===== config.mk =====
export PLATFORM = sky130hd
export DESIGN_NAME = fpc_ctrl
export DESIGN_NICKNAME = d
export VERILOG_FILES = /design/src/fpc_pkg.sv /design/src/fpc_ctrl.sv
export SDC_FILE = /design/constraint.sdc
export NUM_CORES = 1
export LEC_CHECK = 0
export BUFFER_PORTS_ARGS = -buffer_cell sky130_fd_sc_hd__buf_2
export CAP_MARGIN = 5
export CORE_ASPECT_RATIO = 1.4
export CORE_MARGIN = 1.5
export CORE_UTILIZATION = 49
export DETAILED_ROUTE_END_ITERATION = 10
export PLACE_DENSITY_LB_ADDON = 0.25
export SETUP_SLACK_MARGIN = 0.1
export SYNTH_ARGS = -nofsm -noshare
export SYNTH_HDL_FRONTEND = slang
export SYNTH_SLANG_ARGS = --single-unit
export TNS_END_PERCENT = 5

===== constraint.sdc =====
create_clock -name clk -period 1.75 [get_ports clk]
set_input_delay 0.175 -clock clk [delete_from_list [all_inputs] [get_ports clk]]
set_output_delay 0.175 -clock clk [all_outputs]
set_load 0.01 [all_outputs]

===== src/fpc_pkg.sv =====
package fpc_pkg;

  localparam int FRAC_BITS_DEF = 16;

  // Command codes of an input word.
  typedef enum logic [1:0] {
    CMD_LOAD   = 2'd0,
    CMD_POINT  = 2'd1,
    CMD_SPHERE = 2'd2,
    CMD_BOX    = 2'd3
  } cmd_t;

  typedef struct packed {
    logic [1:0]         command;
    logic [3:0]         elem_index;
    logic signed [31:0] elem_value;
    logic signed [31:0] pos_x;
    logic signed [31:0] pos_y;
    logic signed [31:0] pos_z;
    logic [30:0]        radius;
    logic [30:0]        half_x;
    logic [30:0]        half_y;
    logic [30:0]        half_z;
  } in_word_t;

  typedef struct packed {
    logic inside_res;
    logic planes_ready;
  } out_word_t;

  // Datapath operations issued by the controller.
  typedef enum logic [2:0] {
    OP_NONE   = 3'd0,
    OP_STORE  = 3'd1,
    OP_RAW    = 3'd2,
    OP_SQRT   = 3'd3,
    OP_DIV    = 3'd4,
    OP_DOT    = 3'd5,
    OP_CORNER = 3'd6
  } op_t;

  typedef struct packed {
    op_t        op;
    logic [2:0] plane;
    logic [1:0] comp;
    logic [1:0] term;
    logic       first;
  } dp_cmd_t;

  typedef struct packed {
    logic sqrt_done;
    logic div_done;
    logic dist_valid;
    logic dist_pass;
  } dp_stat_t;

endpackage


===== src/fpc_ctrl.sv =====
module fpc_ctrl import fpc_pkg::*; (
  input  logic       clk,
  input  logic       rst_n,
  input  logic       start,
  input  logic [1:0] command,
  input  logic [3:0] elem_index,
  input  dp_stat_t   stat,
  output logic       busy,
  output logic       capture,
  output dp_cmd_t    cmd,
  output logic [2:0] corner,
  output out_word_t  result,
  output logic       out_valid
);

  typedef enum logic [3:0] {
    S_IDLE, S_STORE, S_RAW, S_SQRT, S_SQW, S_DIV, S_DIVW,
    S_CORNER, S_DOT, S_DRAIN, S_WAIT, S_DONE
  } state_t;

  state_t     state_r;
  logic [2:0] plane_r, corner_r;
  logic [1:0] comp_r, term_r;
  logic [1:0] cmd_r;
  logic       ext_r, valid_r, pass_r, res_r, ov_r;

  always_comb begin
    cmd       = '0;
    cmd.op    = OP_NONE;
    cmd.plane = plane_r;
    cmd.comp  = comp_r;
    cmd.term  = term_r;
    case (state_r)
      S_STORE:  cmd.op = OP_STORE;
      S_RAW:    cmd.op = OP_RAW;
      S_SQRT:   begin cmd.op = OP_SQRT; cmd.first = 1'b1; end
      S_DIV:    begin cmd.op = OP_DIV; cmd.first = 1'b1; end
      S_DIVW:   cmd.op = OP_DIV;
      S_CORNER: cmd.op = OP_CORNER;
      S_DOT:    cmd.op = OP_DOT;
      default:  cmd.op = OP_NONE;
    endcase
  end

  assign busy      = state_r != S_IDLE;
  assign capture   = start && !busy;
  assign corner    = corner_r;
  assign out_valid = ov_r;
  assign result    = '{inside_res: res_r, planes_ready: valid_r};

  // Sequencer for loads, plane extraction and the plane tests.
  always_ff @(posedge clk) begin
    if (!rst_n) begin
      state_r  <= S_IDLE;
      valid_r  <= 1'b0;
      ov_r     <= 1'b0;
      res_r    <= 1'b0;
      plane_r  <= '0;
      comp_r   <= '0;
      term_r   <= '0;
      corner_r <= '0;
      cmd_r    <= '0;
      ext_r    <= 1'b0;
      pass_r   <= 1'b0;
    end else begin
      ov_r <= 1'b0;
      case (state_r)
        S_IDLE: begin
          if (start) begin
            cmd_r    <= command;
            ext_r    <= elem_index == 4'd15;
            plane_r  <= '0;
            comp_r   <= '0;
            term_r   <= '0;
            corner_r <= '0;
            pass_r   <= 1'b1;
            if (command == CMD_LOAD)  state_r <= S_STORE;
            else if (!valid_r) begin
              res_r   <= 1'b0;
              state_r <= S_DONE;
            end else state_r <= S_CORNER;
          end
        end
        S_STORE: begin
          res_r   <= 1'b0;
          state_r <= ext_r ? S_RAW : S_DONE;
        end
        S_RAW: begin
          comp_r <= comp_r + 2'd1;
          if (comp_r == 2'd3) state_r <= S_SQRT;
        end
        S_SQRT: state_r <= S_SQW;
        S_SQW: if (stat.sqrt_done) state_r <= S_DIV;
        S_DIV: state_r <= S_DIVW;
        S_DIVW: begin
          if (stat.div_done) begin
            comp_r <= comp_r + 2'd1;
            if (comp_r != 2'd3) state_r <= S_DIV;
            else if (plane_r == 3'd5) begin
              valid_r <= 1'b1;
              state_r <= S_DONE;
            end else begin
              plane_r <= plane_r + 3'd1;
              state_r <= S_RAW;
            end
          end
        end
        S_CORNER: begin
          plane_r <= '0;
          term_r  <= '0;
          pass_r  <= 1'b1;
          state_r <= S_DOT;
        end
        S_DOT: begin
          term_r <= term_r + 2'd1;
          if (term_r == 2'd3) state_r <= S_WAIT;
        end
        S_WAIT: begin
          if (stat.dist_valid) begin
            if (plane_r == 3'd5 || !stat.dist_pass) begin
              if (pass_r && stat.dist_pass) begin
                res_r   <= 1'b1;
                state_r <= S_DONE;
              end else if (cmd_r == CMD_BOX && corner_r != 3'd7) begin
                corner_r <= corner_r + 3'd1;
                state_r  <= S_CORNER;
              end else begin
                res_r   <= 1'b0;
                state_r <= S_DONE;
              end
            end else begin
              plane_r <= plane_r + 3'd1;
              state_r <= S_DOT;
            end
          end
        end
        S_DONE: begin
          ov_r    <= 1'b1;
          state_r <= S_IDLE;
        end
        default: state_r <= S_IDLE;
      endcase
    end
  end

`ifndef SYNTHESIS
  a_out_idle: assert property (@(posedge clk) disable iff (!rst_n)
    ov_r |-> state_r == S_IDLE) else $error("result strobe outside idle");
  a_res_ready: assert property (@(posedge clk) disable iff (!rst_n)
    ov_r && res_r |-> valid_r) else $error("pass reported without planes");
  a_strobe_one: assert property (@(posedge clk) disable iff (!rst_n)
    ov_r |=> !ov_r) else $error("result strobe held");
`endif

endmodule


# Yosys cells after proc, flatten, opt, wreduce, memory -nomap -nowiden

Cells that the tools add are included.

Flip-flop bits (word level): 21
Input bits: 13

Reduce and logical (&&, ||, !) cells: 26
Equality and inequality tests: 32
Bitwise logic cells: 1
Muxes and demuxes: 44
$add $sub $neg: 4

Operators by type and width:

| operator                                            | number |
|---|---|
| two-way mux 4 bit                                   | 14 |
| one-hot mux 4 bit (10 select lines)                 | 1 |
| two-way mux 3 bit                                   | 10 |
| != test 2 bit, second input constant                | 15 |
| one-hot mux 3 bit (6 select lines)                  | 1 |
| equality test 4 x 3 -> 1 bit, second input constant | 4 |
| equality test 4 bit, second input constant          | 4 |
| AND reduction 7 bit                                 | 2 |
| one-hot mux 2 bit (3 select lines)                  | 2 |
| one-hot mux 3 bit (4 select lines)                  | 1 |
| AND reduction 6 bit                                 | 2 |
| two-way mux 1 bit                                   | 10 |
| nonzero test 3 bit                                  | 3 |
| equality test 4 x 2 -> 1 bit, second input constant | 2 |
| nonzero test 4 bit                                  | 2 |
| adder 3 x 1 -> 3 bit, second input constant         | 2 |
| equality test 2 bit, second input constant          | 3 |
| != test 3 bit, second input constant                | 2 |
| one-hot mux 3 bit (2 select lines)                  | 1 |
| AND reduction 2 bit                                 | 3 |
| adder 2 x 1 -> 2 bit, second input constant         | 2 |
| equality test 4 x 1 -> 1 bit, second input constant | 1 |
| logical NOT 4 bit                                   | 1 |
| two-way mux 2 bit                                   | 2 |
| other kinds (12)                                    | 17 |

# Logic depth before layout (Yosys ltp)

Gate-level depths: netlist of the first run.

Depth in word-level cells: 7
Gate-level depth with buffers: 7

# Worst setup path before layout of the first run

Ideal clock, no wire load.

Kind: reg2reg
Start: register corner_r[0], in the netlist corner[0]
End: register corner_r[0], in the netlist corner[0]
Clock period less this slack: 1.686 ns
Setup slack: 0.064 ns
Cell stages (with the launch flop): 7
Library setup time: 0.116 ns
Required time: 1.634 ns
Arrival: 1.570 ns
Cell sequence: dfxtp_1 > ha_1 > ha_1 > nand4b_1 > o31ai_2 > mux2i_1 > nor2b_1

Cells in the longest elaborated chain, start to end: 6
Elaborated cells between the ends (all ways): 10
Classes of those cells: add/sub (1); eq/ne (2); mux (5); reduce/logical (2)

Ends and longest elaborated chain:

| item                               | line            | text |
|---|---|---|
| from (decl)                        | fpc_ctrl.sv:22  | `logic [2:0] plane_r, corner_r;` |
| from (signal assigned)             | fpc_ctrl.sv:125 | `corner_r <= corner_r + 3'd1;` |
| adder 3 x 1 -> 3 bit               | fpc_ctrl.sv:125 |  |
| two-way mux 3 bit                  | fpc_ctrl.sv:124 | `end else if (cmd_r == CMD_BOX && corner_r != 3'd7) begin` |
| two-way mux 3 bit                  | fpc_ctrl.sv:121 | `if (pass_r && stat.dist_pass) begin` |
| two-way mux 3 bit                  | fpc_ctrl.sv:120 | `if (plane_r == 3'd5 \|\| !stat.dist_pass) begin` |
| two-way mux 3 bit                  | fpc_ctrl.sv:119 | `if (stat.dist_valid) begin` |
| one-hot mux 3 bit (2 select lines) | fpc_ctrl.sv:67  | `case (state_r)` |

Parallel ways exist; a longest one is shown, timed or not. The select of a mux whose other input is x is not followed.
A chain may end at the register's enable or synchronous reset.

# Worst setup path in the final report of the first run

Start: register state_r[2]
End: register state_r[2]

Cells in the longest elaborated chain, start to end: 3
Elaborated cells between the ends (all ways): 18
Classes of those cells: eq/ne (15); mux (1); reduce/logical (2)

Ends and longest elaborated chain:

| item                                        | line           | text |
|---|---|---|
| from (decl)                                 | fpc_ctrl.sv:21 | `state_t state_r;` |
| from (signal assigned)                      | fpc_ctrl.sv:86 | `state_r <= ext_r ? S_RAW : S_DONE;` |
| equality test 4 bit (tied with other cells) | fpc_ctrl.sv:67 |  |
| != test 2 bit (no source line)              | n/a            |  |
| AND reduction 6 bit (no source line)        | n/a            |  |

Parallel ways exist; a longest one is shown, timed or not.

==> results of run 1 <==
-- cell type report --
class,count,share of cell area
multi-input combinational,144,0.522
timing repair buffer,75,0.233
sequential,21,0.197
tap,37,0.0207
clock buffer,3,0.0184
inverter,4,0.00671
clock inverter,1,0.00224
-- worst max-delay path: stages, from the launching register on --
cell and delay [ns]:
sky130_fd_sc_hd__dfxtp_4 0.38, sky130_fd_sc_hd__or4b_4 0.56, sky130_fd_sc_hd__nor2_2 0.15, sky130_fd_sc_hd__nor4b_4 0.07, sky130_fd_sc_hd__buf_4 0.15, sky130_fd_sc_hd__a21boi_2 0.15
sky130_fd_sc_hd__o21a_1 0.19
-- cells in the final DEF (no fill, tap or decap), types with 3 or more instances in the layout --
| cell type | netlist | routed |
|---|---|---|
| sky130_fd_sc_hd__nand2_1 | 18 | 16 |
| sky130_fd_sc_hd__nor2_1 | 15 | 12 |
| sky130_fd_sc_hd__nand4_1 | 3 | 3 |
| sky130_fd_sc_hd__dfxtp_4 | 0 | 4 |
| sky130_fd_sc_hd__buf_2 | 1 | 29 |
| sky130_fd_sc_hd__clkbuf_8 | 0 | 3 |
| sky130_fd_sc_hd__a21oi_1 | 7 | 6 |
| sky130_fd_sc_hd__ha_4 | 0 | 3 |
| sky130_fd_sc_hd__mux2i_1 | 5 | 5 |
| sky130_fd_sc_hd__o21a_1 | 5 | 5 |
| sky130_fd_sc_hd__buf_6 | 2 | 8 |
| sky130_fd_sc_hd__nand3b_1 | 3 | 3 |
| sky130_fd_sc_hd__o22ai_1 | 3 | 3 |
| sky130_fd_sc_hd__nand3_1 | 9 | 8 |
| sky130_fd_sc_hd__and3_1 | 4 | 4 |
| sky130_fd_sc_hd__a21boi_0 | 7 | 5 |
| sky130_fd_sc_hd__nor2b_1 | 7 | 7 |
| sky130_fd_sc_hd__buf_4 | 4 | 38 |
| sky130_fd_sc_hd__dfxtp_2 | 0 | 5 |
| sky130_fd_sc_hd__nor3b_1 | 5 | 5 |
| sky130_fd_sc_hd__nand2b_1 | 3 | 3 |
| sky130_fd_sc_hd__o21ai_0 | 8 | 8 |
| sky130_fd_sc_hd__dfxtp_1 | 21 | 12 |
-- registers in the layout, summed over array words and instances (netlist names) --
register   cells
out_valid      1
pass_r         1
comp_r         2
corner         3
state_r        4
ext_r          1
res_r          1
cmd_r          2
plane_r        3
term_r         2
valid_r        1
-- cells by family after synthesis --
| family | count (synthesis) | share of synthesized area |
|---|---|---|
| buffers and inverters | 17 | 0.0630 |
| adders and majority gates | 6 | 0.0497 |
| AOI/OAI and AO/OA | 47 | 0.234 |
| and+or+nand+nor | 84 | 0.330 |
| DFF | 21 | 0.279 |
| xor gates and xnor gates | 2 | 0.0116 |
| muxes | 5 | 0.0332 |
-- cells in the mapped netlist (2+ instances only) --
library cell                instances
sky130_fd_sc_hd__a21oi_1            7
sky130_fd_sc_hd__nor2_1            15
sky130_fd_sc_hd__o21a_1             5
sky130_fd_sc_hd__a32oi_1            2
sky130_fd_sc_hd__inv_1              4
sky130_fd_sc_hd__nand2b_1           3
sky130_fd_sc_hd__nor3b_1            5
sky130_fd_sc_hd__nor3_1             2
sky130_fd_sc_hd__or2_2              2
sky130_fd_sc_hd__nand4b_1           2
sky130_fd_sc_hd__buf_6              2
sky130_fd_sc_hd__nand4_1            3
sky130_fd_sc_hd__nor2b_1            7
sky130_fd_sc_hd__clkbuf_1           6
sky130_fd_sc_hd__buf_4              4
sky130_fd_sc_hd__xor2_1             2
sky130_fd_sc_hd__nand3_1            9
sky130_fd_sc_hd__o22ai_1            3
sky130_fd_sc_hd__a2111oi_0          2
sky130_fd_sc_hd__nand3b_1           3
sky130_fd_sc_hd__nand2_1           18
sky130_fd_sc_hd__a21boi_0           7
sky130_fd_sc_hd__ha_1               6
sky130_fd_sc_hd__o21ai_0            8
sky130_fd_sc_hd__mux2i_1            5
sky130_fd_sc_hd__and3_1             4
sky130_fd_sc_hd__dfxtp_1           21
-- through the flow --
stage          cell area, um^2  hold WS, ns  setup TNS [ns]  utilization  power, W
2_1_floorplan             1520        0.320               0            -   0.00159
3_3_place_gp              1860        0.451         -0.0517        0.641   0.00209
5_1_grt                   2240        0.201          -0.159        0.770   0.00307
3_5_place_dp              1860        0.455          -0.302        0.641   0.00213
6_report                  2240        0.172               0        0.770   0.00291
4_1_cts                   2040        0.182               0        0.702   0.00265
-- power groups by stage --
stage / Combinational [W] / Clock [W] / Sequential (W)
2_1_floorplan: 0.000977 / 0 / 0.000610
3_3_place_gp: 0.00142 / 0 / 0.000675
3_5_place_dp: 0.00145 / 0 / 0.000678
4_1_cts: 0.00163 / 0.000320 / 0.000695
5_1_grt: 0.00203 / 0.000335 / 0.000708
6_report: 0.00189 / 0.000321 / 0.000700
-- worst paths after layout --
check / slack, ns / from / cells past startpoint / to
min: 0.17 / command[1] / 3 / cmd_r[1]
min reg2reg: 0.47 / cmd_r[1] / 2 / cmd_r[1]
max reg2reg: 0.005 / state_r[2] / 6 / state_r[2]
max: 0.005 / state_r[2] / 6 / state_r[2]
-- metal layers --
metal  part of all wire  wire length, um  up-vias
met5                  0                0        -
met4              0.035              171        0
met3              0.052              255       21
met2               0.54             2690       66
met1               0.37             1830      804
li1                   -                -      796
-- repair_timing --
| action | 4_1_cts | 5_1_grt |
|---|---|---|
| gates cloned | 0 | 0 |
| pin swaps | 10 | 13 |
| setup buffers | 3 | 12 |
| endpoints found under the setup margin | 19 | 16 |
| resized for setup | 34 | 24 |
==> flow_summary.rst, run 1 <==
.. list-table::
   :header-rows: 1

   * - Metric
     - Value
   * - Run status
     - complete, no violations
   * - Max-slew violation total from the final report
     - 0
   * - Avg Inst Size Synth
     - 8.29 um^2
   * - CP required
     - 1.91 ns
   * - Number of buffers created by CTS
     - 3
   * - Maximum level of the CTS H-tree
     - 1
   * - Synth area leaders
     - sky130_fd_sc_hd__dfxtp_1, sky130_fd_sc_hd__ha_1, sky130_fd_sc_hd__nand2_1
   * - Number of distinct library cell variants in the gate-level netlist after synthesis
     - 52
   * - NumNets Final
     - 268
   * - Leakage power total
     - 0.962 nW
   * - Worst endpoint data arrival time
     - 1.90 ns
   * - Routability congestion estimate
     - 0.926
   * - Clk_lat worst skew
     - 0.26 ns
   * - Share of power burned in registers
     - 0.240
   * - X dimension of the die
     - 49.9 um
   * - Dominant register cell in the synthesized netlist
     - sky130_fd_sc_hd__dfxtp_1
   * - Share of synthesized flip-flops with an asynchronous set or reset
     - 0
   * - Global-route wire length before repair
     - 7110 um
   * - Number of cells in the design after placement
     - 267
   * - Highest achievable clock rate
     - 0.573 GHz
   * - Layout-stage area growth over the synthesis result
     - 48.3%
   * - Met1 Track Usage GR
     - 0.292
   * - I/O pin total
     - 32
   * - Max-Cap Viols
     - 0
   * - First-pass iteration count of the detailed router
     - 4
   * - Portion of the clock cycle consumed by the worst path in the final layout
     - 0.997
   * - Post-Syn Area
     - 0.00151 mm^2
   * - Die Y
     - 68.7 um
   * - Final worst slack
     - 0.00542 ns
   * - Placement row count
     - 23
   * - Register clock-pin slew on the reported worst setup and hold paths
     - 0.08 ns
   * - Global router's overall resource usage
     - 0.272
   * - Antenna violation net count after detailed routing
     - 0
   * - Min-Delay Path Class
     - in2reg
   * - Number of standard cells after synthesis
     - 182
   * - Time the worst path needs with I/O delays and setup
     - 1.74 ns
   * - Area leader, netlist
     - sky130_fd_sc_hd__dfxtp_1
   * - Pint
     - 0.00171 W
   * - Remaining global-route overflow
     - 0
   * - Unrepaired setup endpoints after global routing
     - yes
   * - Clock tree root buffer cell
     - sky130_fd_sc_hd__clkbuf_8
   * - Setup Slack @ Placement
     - -0.101 ns
   * - Headroom to the max-slew limit
     - 0.688
   * - Area fraction of the dominant cell type after synthesis
     - 0.279
   * - Effective utilization at floorplan
     - 0.519
   * - Number of synthesis warnings
     - 0
   * - HPWL after detailed placement
     - 3180 um
   * - Via count of the first global-routing pass
     - 1,583
   * - Top Usage Layer GRT
     - met2
   * - Worst setup EP type
     - flop
   * - Net load switching power
     - 0.00120 W
   * - Multi-input gate area in the final layout
     - 0.00117 mm^2
   * - Tightest Pin Transition
     - 0.456 ns
   * - Clock Sink Count
     - 21
   * - Combinational share of power
     - 0.650
   * - DR iter-0 viols
     - 61
   * - M2 GR Usage
     - 0.535
   * - Maximum number of pins on one net before global-route repair
     - 24
   * - Number of enable-type register cells in the synthesized netlist
     - 0
   * - TritonCTS clock tree
     - yes
   * - Pwr per Cell Area
     - 1300 mW/mm^2
   * - Final Hold Vio Count
     - 0
   * - Number of port buffers
     - 31
   * - Switching part of the total power
     - 0.412
   * - Met3 Resource Use GR
     - 0.0388
   * - Post-synthesis register bit count
     - 21
   * - Kind of start point of the critical path
     - flop
   * - Hold buffers post-CTS
     - 0
   * - Max Root-Sink Buffers
     - 2
   * - Post-Syn Nets
     - 201
   * - Maximum fanout along the worst path
     - 8
   * - Area of the placeable core
     - 0.00291 mm^2
   * - Crit Path Class
     - reg2reg
   * - Peak ir drop on the vdd network
     - 783 uV
   * - Post-synthesis sequential area ratio
     - 0.279
   * - Average vias per placed instance
     - 5.92
   * - Final wirelength
     - 4950 um
   * - Die Footprint
     - 0.00343 mm^2
   * - Diode insertion count for antenna repair
     - 0
   * - Initial antenna violation count
     - 0
   * - Via count of the routed design
     - 1,687
   * - Total of fill cells in the finished design
     - 199
   * - DR WL/cell
     - 17.4 um
   * - Remaining routing DRC violations
     - 0
   * - Worst clock skew
     - 0.00194 ns
   * - Fraction of final layout cells sized beyond drive strength 1
     - 0.488
   * - Register Area
     - 442 um^2
   * - Clock power frac
     - 0.110
   * - Final non-filler cell total
     - 285
   * - # setup viols final
     - 0
Note: power is estimated with default switching activity, not from simulation.
==> inputs of run 2 (changes only) <==
==> constraint.sdc (replaced) <==
create_clock -name clk -period 1.75 [get_ports clk]
set_input_delay 0.4375 -clock clk [delete_from_list [all_inputs] [get_ports clk]]
set_output_delay 0.4375 -clock clk [all_outputs]
set_load 0.01 [all_outputs]
==> flow_summary.rst, run 2 (synthesis gave the netlist of run 1 again) <==
.. list-table::
   :header-rows: 1

   * - Metric
     - Value
   * - Run status
     - complete, but fails checks (was complete, no violations)
   * - Failing checks
     - setup timing
   * - Final non-filler cell total
     - 290 (was 285)
   * - Leakage power total
     - 0.960 nW (was 0.962 nW)
   * - Final wirelength
     - 4700 um (was 4950 um)
   * - Final worst slack
     - -0.184 ns (was 0.00542 ns)
   * - Register with the most flip-flops
     - state_r (unchanged)
   * - Final design utilization
     - 0.741 (was 0.770)
   * - NumNets Final
     - 273 (was 268)
   * - Effective utilization at floorplan
     - 0.519 (unchanged)
   * - Buffers & Inverters on Critical Path
     - 2 (was 1)
   * - Maximum level of the CTS H-tree
     - 1 (unchanged)
   * - X dimension of the die
     - 49.9 um (unchanged)
   * - Layout-stage area growth over the synthesis result
     - 42.8% (was 48.3%)
   * - Final standard cell area without fillers
     - 0.00215 mm^2 (was 0.00224 mm^2)
   * - Area of the placeable core
     - 0.00291 mm^2 (unchanged)
   * - Clk_lat worst skew
     - 0.27 ns (was 0.26 ns)
   * - Clock Sink Count
     - 21 (unchanged)
   * - Number of buffers created by CTS
     - 3 (unchanged)
   * - Max-slew violation total from the final report
     - 0 (unchanged)
   * - I/O pin total
     - 32 (unchanged)
   * - Remaining global-route overflow
     - 0 (unchanged)
   * - Pwr per Cell Area
     - 1340 mW/mm^2 (was 1300 mW/mm^2)
   * - Headroom to the max-slew limit
     - 0.681 (was 0.688)
   * - Global-route wire length before repair
     - 7660 um (was 7110 um)
   * - TritonCTS clock tree
     - yes (unchanged)
   * - Number of flip-flops under the largest register name
     - 4 (unchanged)
   * - Average vias per placed instance
     - 5.81 (was 5.92)
   * - Via count of the routed design
     - 1,685 (was 1,687)
   * - DR iter-0 viols
     - 68 (was 61)
   * - First-pass iteration count of the detailed router
     - 4 (unchanged)
   * - Register clock-pin slew on the reported worst setup and hold paths
     - 0.08 ns (about the same)
   * - # setup viols final
     - 10 (was 0)
   * - Kind of cell adding the most delay to the critical path
     - simple AND/OR/NAND/NOR gates (unchanged)
   * - Diode insertion count for antenna repair
     - 0 (unchanged)
   * - Placement row count
     - 23 (unchanged)
   * - Slowest stage cell, crit path
     - sky130_fd_sc_hd__or4b_4 (unchanged)
   * - Placed instance area
     - 0.00196 mm^2 (was 0.00186 mm^2)
   * - Time the worst path needs with I/O delays and setup
     - 1.93 ns (was 1.74 ns)
   * - HPWL after detailed placement
     - 3400 um (was 3180 um)
   * - Worst endpoint data arrival time
     - 1.50 ns (was 1.90 ns)
   * - Crit Path Class
     - reg2out (was reg2reg)
   * - Max Root-Sink Buffers
     - 2 (unchanged)
   * - Antenna violation net count after detailed routing
     - 0 (unchanged)
   * - Routability congestion estimate
     - 1.01 (was 0.926)
   * - Die Footprint
     - 0.00343 mm^2 (unchanged)
   * - Slowest cell delay on critical path
     - 0.54 ns (was 0.56 ns)
   * - Remaining routing DRC violations
     - 0 (unchanged)
   * - Setup Slack @ Placement
     - -0.113 ns (was -0.101 ns)
   * - Total Power
     - 0.00288 W (was 0.00291 W)
   * - Worst clock skew
     - 0.00228 ns (was 0.00194 ns)
   * - Number of port buffers
     - 31 (unchanged)
   * - Peak ir drop on the vdd network
     - 878 uV (was 783 uV)
   * - Highest achievable clock rate
     - 0.517 GHz (was 0.573 GHz)
   * - Min-Delay Path Class
     - in2reg (unchanged)
   * - Maximum number of pins on one net before global-route repair
     - 24 (unchanged)
   * - Final Hold Vio Count
     - 0 (unchanged)
   * - Number of cells in the design after placement
     - 280 (was 267)
   * - Tightest Pin Transition
     - 0.467 ns (was 0.456 ns)
   * - Max-Cap Viols
     - 0 (unchanged)
   * - Worst setup EP type
     - output pin (was flop)
   * - Die Y
     - 68.7 um (unchanged)
   * - Clock tree root buffer cell
     - sky130_fd_sc_hd__clkbuf_8 (unchanged)
   * - Fraction of final layout cells sized beyond drive strength 1
     - 0.455 (was 0.488)
   * - Kind of start point of the critical path
     - flop (unchanged)
   * - Highest-count cells in the layout ignoring fill and taps
     - sky130_fd_sc_hd__buf_4, sky130_fd_sc_hd__buf_2, sky130_fd_sc_hd__nand2_1, sky130_fd_sc_hd__dfxtp_1, sky130_fd_sc_hd__nor2_1 (was sky130_fd_sc_hd__buf_4, sky130_fd_sc_hd__buf_2, sky130_fd_sc_hd__nand2_1, sky130_fd_sc_hd__nor2_1, sky130_fd_sc_hd__dfxtp_1)
   * - Maximum fanout along the worst path
     - 5 (was 8)
   * - Portion of the clock cycle consumed by the worst path in the final layout
     - 1.10 (was 0.997)
   * - CP required
     - 1.31 ns (was 1.91 ns)
   * - Via count of the first global-routing pass
     - 1,643 (was 1,583)
   * - Crit-path cells
     - or4b_4 -> buf_6 -> o21ai_2 -> buf_2 (was or4b_4 -> nor2_2 -> nor4b_4 -> buf_4 -> a21boi_2 -> o21a_1)
   * - Global router's overall resource usage
     - 0.300 (was 0.272)
   * - Unrepaired setup endpoints after global routing
     - yes (unchanged)
   * - Most common library cell in the layout ignoring fill and taps
     - sky130_fd_sc_hd__buf_4 (unchanged)
   * - DR WL/cell
     - 16.2 um (was 17.4 um)
   * - Initial antenna violation count
     - 0 (unchanged)
[run 2: metrics by stage]
step / setup TNS (ns) / hold WS (ns)
2_1_floorplan: 0 / 0.435
3_3_place_gp: -0.0936 / 0.443
3_5_place_dp: -0.367 / 0.455
4_1_cts: -0.639 / 0.424
5_1_grt: -1.61 / 0.431
6_report: -0.749 / 0.418
[run 2: worst min-delay path: cells and delay by family]
kind / cells / cell delay, ns
AND/OR/NAND/NOR: 1 / 0.04
buffers and inverters: 1 / 0.10
AO/OA/AOI/OAI: 1 / 0.06
[run 2: layout make-up]
class | instances | area, um^2
repair buffers | 80 | 543
clock inverters | 1 | 5.00
clock buffers | 3 | 41.3
fillers | 212 | 752
flip-flops and latches | 21 | 435
well taps | 37 | 46.3
multi-input cells | 144 | 1070
inverters | 4 | 15.0
[run 2: final timing paths]
path	start	to	slack [ns]	cells after the start
worst max-delay path	state_r[2]	cmd[10]	-0.18	4
worst min-delay path	command[0]	cmd_r[0]	0.42	3
worst max register to register	state_r[2]	plane_r[1]	-0.07	7
worst min register to register	cmd_r[0]	cmd_r[0]	0.46	2
[run 2: metal layers]
metal,vias to the layer above,track usage,wire (um)
li1,806,-,-
met1,797,0.318,1760
met2,63,0.558,2520
met3,19,0.0366,177
met4,0,0.198,236
met5,-,0,0
[run 2: where the power goes]
part           total (W)  internal (W)  leakage [nW]  switching (W)
Sequential      0.000641      0.000561         0.174      0.0000800
Combinational    0.00190      0.000977         0.761       0.000922
Clock           0.000342      0.000160        0.0255       0.000182
Total            0.00288       0.00170         0.960        0.00118
[run 2: repair_timing]
item | in CTS | in global routing
setup buffers | 4 | 2
gates resized for setup | 23 | 10
endpoints found under the setup margin | 18 | 20
pin swaps | 10 | 5
hold buffers | 0 | 0
cloned | 0 | 0
==> inputs of run 3 (changes only) <==
--- a/config.mk
+++ b/config.mk
@@ -8,11 +8,9 @@
 export BUFFER_PORTS_ARGS = -buffer_cell sky130_fd_sc_hd__buf_2
 export CAP_MARGIN = 5
 export CORE_ASPECT_RATIO = 1.4
-export CORE_MARGIN = 1.5
-export CORE_UTILIZATION = 49
+export CORE_UTILIZATION = 25
 export DETAILED_ROUTE_END_ITERATION = 10
 export PLACE_DENSITY_LB_ADDON = 0.25
-export SETUP_SLACK_MARGIN = 0.1
 export SYNTH_ARGS = -nofsm -noshare
 export SYNTH_HDL_FRONTEND = slang
 export SYNTH_SLANG_ARGS = --single-unit
==> flow_summary.rst, run 3 (synthesis gave the netlist of run 1 again) <==
.. list-table::
   :header-rows: 1

   * - Metric
     - Value
   * - DR WL/cell
     - 14.3 um (was 16.2 um)
   * - Effective utilization at floorplan
     - 0.259 (was 0.519)
   * - Slowest stage cell, crit path
     - sky130_fd_sc_hd__dfxtp_4 (was sky130_fd_sc_hd__or4b_4)
   * - CP required
     - 1.31 ns (about the same)
   * - Tightest Pin Transition
     - 0.411 ns (was 0.467 ns)
   * - Peak ir drop on the vdd network
     - 519 uV (was 878 uV)
   * - Die Footprint
     - 0.00635 mm^2 (was 0.00343 mm^2)
   * - Slowest cell delay on critical path
     - 0.38 ns (was 0.54 ns)
   * - Hold buffers post-CTS
     - 0 (unchanged)
   * - Final standard cell area without fillers
     - 0.00218 mm^2 (was 0.00215 mm^2)
   * - Crit Path Class
     - reg2out (unchanged)
   * - Share of power burned in registers
     - 0.229 (was 0.222)
   * - Net load switching power
     - 0.00111 W (was 0.00118 W)
   * - Diode insertion count for antenna repair
     - 0 (unchanged)
   * - Worst endpoint data arrival time
     - 1.41 ns (was 1.50 ns)
   * - Unrepaired setup endpoints after global routing
     - yes (unchanged)
   * - Run status
     - complete, but fails checks (unchanged)
   * - Clk_lat worst skew
     - 0.27 ns (about the same)
   * - Max-slew violation total from the final report
     - 0 (unchanged)
   * - Headroom to the max-slew limit
     - 0.726 (was 0.681)
   * - Max Root-Sink Buffers
     - 2 (unchanged)
   * - HPWL after detailed placement
     - 3400 um (about the same)
   * - Combinational share of power
     - 0.649 (was 0.659)
   * - Number of port buffers
     - 31 (unchanged)
   * - Maximum fanout along the worst path
     - 4 (was 5)
   * - Total Power
     - 0.00274 W (was 0.00288 W)
   * - Remaining routing DRC violations
     - 0 (unchanged)
   * - Highest achievable clock rate
     - 0.542 GHz (was 0.517 GHz)
   * - X dimension of the die
     - 67.7 um (was 49.9 um)
   * - Worst setup EP type
     - output pin (unchanged)
   * - Total of fill cells in the finished design
     - 600 (was 212)
   * - DR iter-0 viols
     - 48 (was 68)
   * - Worst clock skew
     - 0.00821 ns (was 0.00228 ns)
   * - Switching part of the total power
     - 0.407 (was 0.411)
   * - Register clock-pin slew on the reported worst setup and hold paths
     - 0.09 ns (was 0.08 ns)
   * - Crit-path cells
     - buf_4 -> nor4_4 -> nand2_1 -> inv_2 -> buf_6 (was or4b_4 -> buf_6 -> o21ai_2 -> buf_2)
   * - Area of the placeable core
     - 0.00582 mm^2 (was 0.00291 mm^2)
   * - Placement row count
     - 33 (was 23)
   * - Average vias per placed instance
     - 4.96 (was 5.81)
   * - Setup Slack @ Placement
     - -0.137 ns (was -0.113 ns)
   * - Hold_ws
     - 0.425 ns (was 0.418 ns)
   * - Leakage power total
     - 0.928 nW (was 0.960 nW)
   * - Highest-count cells in the layout ignoring fill and taps
     - sky130_fd_sc_hd__buf_4, sky130_fd_sc_hd__buf_2, sky130_fd_sc_hd__nand2_1, sky130_fd_sc_hd__dfxtp_1, sky130_fd_sc_hd__nor2_1 (unchanged)
   * - Number of flip-flops under the largest register name
     - 4 (unchanged)
   * - Placed instance area
     - 0.00195 mm^2 (was 0.00196 mm^2)
   * - I/O pin total
     - 32 (unchanged)
   * - Pwr per Cell Area
     - 1260 mW/mm^2 (was 1340 mW/mm^2)
   * - Pint
     - 0.00163 W (was 0.00170 W)
   * - Maximum level of the CTS H-tree
     - 1 (unchanged)
   * - Remaining global-route overflow
     - 0 (unchanged)
   * - Clock power frac
     - 0.122 (was 0.119)
   * - Number of buffers created by CTS
     - 3 (unchanged)
   * - Clock Sink Count
     - 21 (unchanged)
   * - TritonCTS clock tree
     - yes (unchanged)
   * - Most common library cell in the layout ignoring fill and taps
     - sky130_fd_sc_hd__buf_4 (unchanged)
   * - Final Hold Vio Count
     - 0 (unchanged)
   * - Kind of start point of the critical path
     - flop (unchanged)
   * - # setup viols final
     - 8 (was 10)
   * - Layout-stage area growth over the synthesis result
     - 44.3% (was 42.8%)
   * - Antenna violation net count after detailed routing
     - 0 (unchanged)
   * - Register with the most flip-flops
     - state_r (unchanged)
   * - Global-route wire length before repair
     - 7370 um (was 7660 um)
   * - Initial antenna violation count
     - 0 (unchanged)
   * - Via count of the routed design
     - 1,572 (was 1,685)
   * - Final worst slack
     - -0.0955 ns (was -0.184 ns)
   * - Die Y
     - 93.9 um (was 68.7 um)
   * - Maximum number of pins on one net before global-route repair
     - 24 (unchanged)
   * - Portion of the clock cycle consumed by the worst path in the final layout
     - 1.05 (was 1.10)
   * - Fraction of final layout cells sized beyond drive strength 1
     - 0.445 (was 0.455)
   * - Routability congestion estimate
     - 0.833 (was 1.01)
   * - Clock tree root buffer cell
     - sky130_fd_sc_hd__clkbuf_8 (unchanged)
   * - Failing checks
     - setup timing (unchanged)
   * - First-pass iteration count of the detailed router
     - 4 (unchanged)
   * - Time the worst path needs with I/O delays and setup
     - 1.85 ns (was 1.93 ns)
   * - Global router's overall resource usage
     - 0.155 (was 0.300)
   * - Via count of the first global-routing pass
     - 1,571 (was 1,643)
   * - Max-Cap Viols
     - 0 (unchanged)
   * - Min-Delay Path Class
     - in2reg (unchanged)
   * - Final wirelength
     - 4550 um (was 4700 um)
   * - NumNets Final
     - 267 (was 273)
[run 3: cell count changes in the layout (fill, tap and decap cells not counted), sizes merged]
cell / previous run / this run
inv: 4 / 3
buf: 79 / 74
clkinvlp: 0 / 1
clkbuf: 4 / 3
[run 3: final cells by class]
type                            count  area (um^2)  share of cell area
Sequential cell                    21          432               0.198
Clock inverter                      1         5.00             0.00230
Multi-Input combinational cell    144         1060               0.488
Timing Repair Buffer               74          531               0.244
Clock buffer                        3         41.3              0.0190
Tap cell                           70         87.6              0.0402
Inverter                            4         18.8             0.00862
[run 3: worst paths after layout]
path                   start         end  slack [ns]  cells after the start
hold reg to reg        res_r       res_r        0.47                      2
setup reg to reg  state_r[3]  plane_r[0]       -0.04                      7
hold / removal    command[1]    cmd_r[1]        0.43                      3
setup / recovery  state_r[2]     capture        -0.1                      5
[run 3: repair_timing]
action / CTS / global route
gates resized for setup: 24 / 16
setup buffers: 7 / 0
endpoints found under the setup margin: 16 / 16
pin swaps: 7 / 6
[run 3: metrics by stage]
stage	setup TNS (ns)	cells	util
floorplan	0	182	-
global placement	-0.828	306	0.336
detailed placement	-0.522	306	0.336
CTS	-0.573	317	0.368
global route	-1.22	317	0.374
finish	-0.372	317	0.374
[run 3: layer usage]
metal | share of wire | vias to the layer above | routed length, um | GRT usage
li1 | - | 791 | - | -
met1 | 0.42 | 741 | 1900 | 0.169
met2 | 0.53 | 29 | 2410 | 0.286
met3 | 0.023 | 11 | 106 | 0.0194
met4 | 0.029 | 0 | 131 | 0.0691
met5 | 0 | - | 0 | 0
[run 3: critical path, delay by kind of cell, from the launching register on]
family | cells | cell delay [ns]
AND/OR/NAND/NOR | 2 | 0.42
buffers and inverters | 3 | 0.35
flip-flops | 1 | 0.38
[run 3: power by group through the flow]
stage,combinational (W),clock [W],sequential [W]
detailed placement,0.00151,0,0.000640
global route,0.00192,0.000367,0.000635
floorplan,0.000968,0,0.000610
finish,0.00178,0.000335,0.000628
global placement,0.00152,0,0.000641
CTS,0.00174,0.000358,0.000622
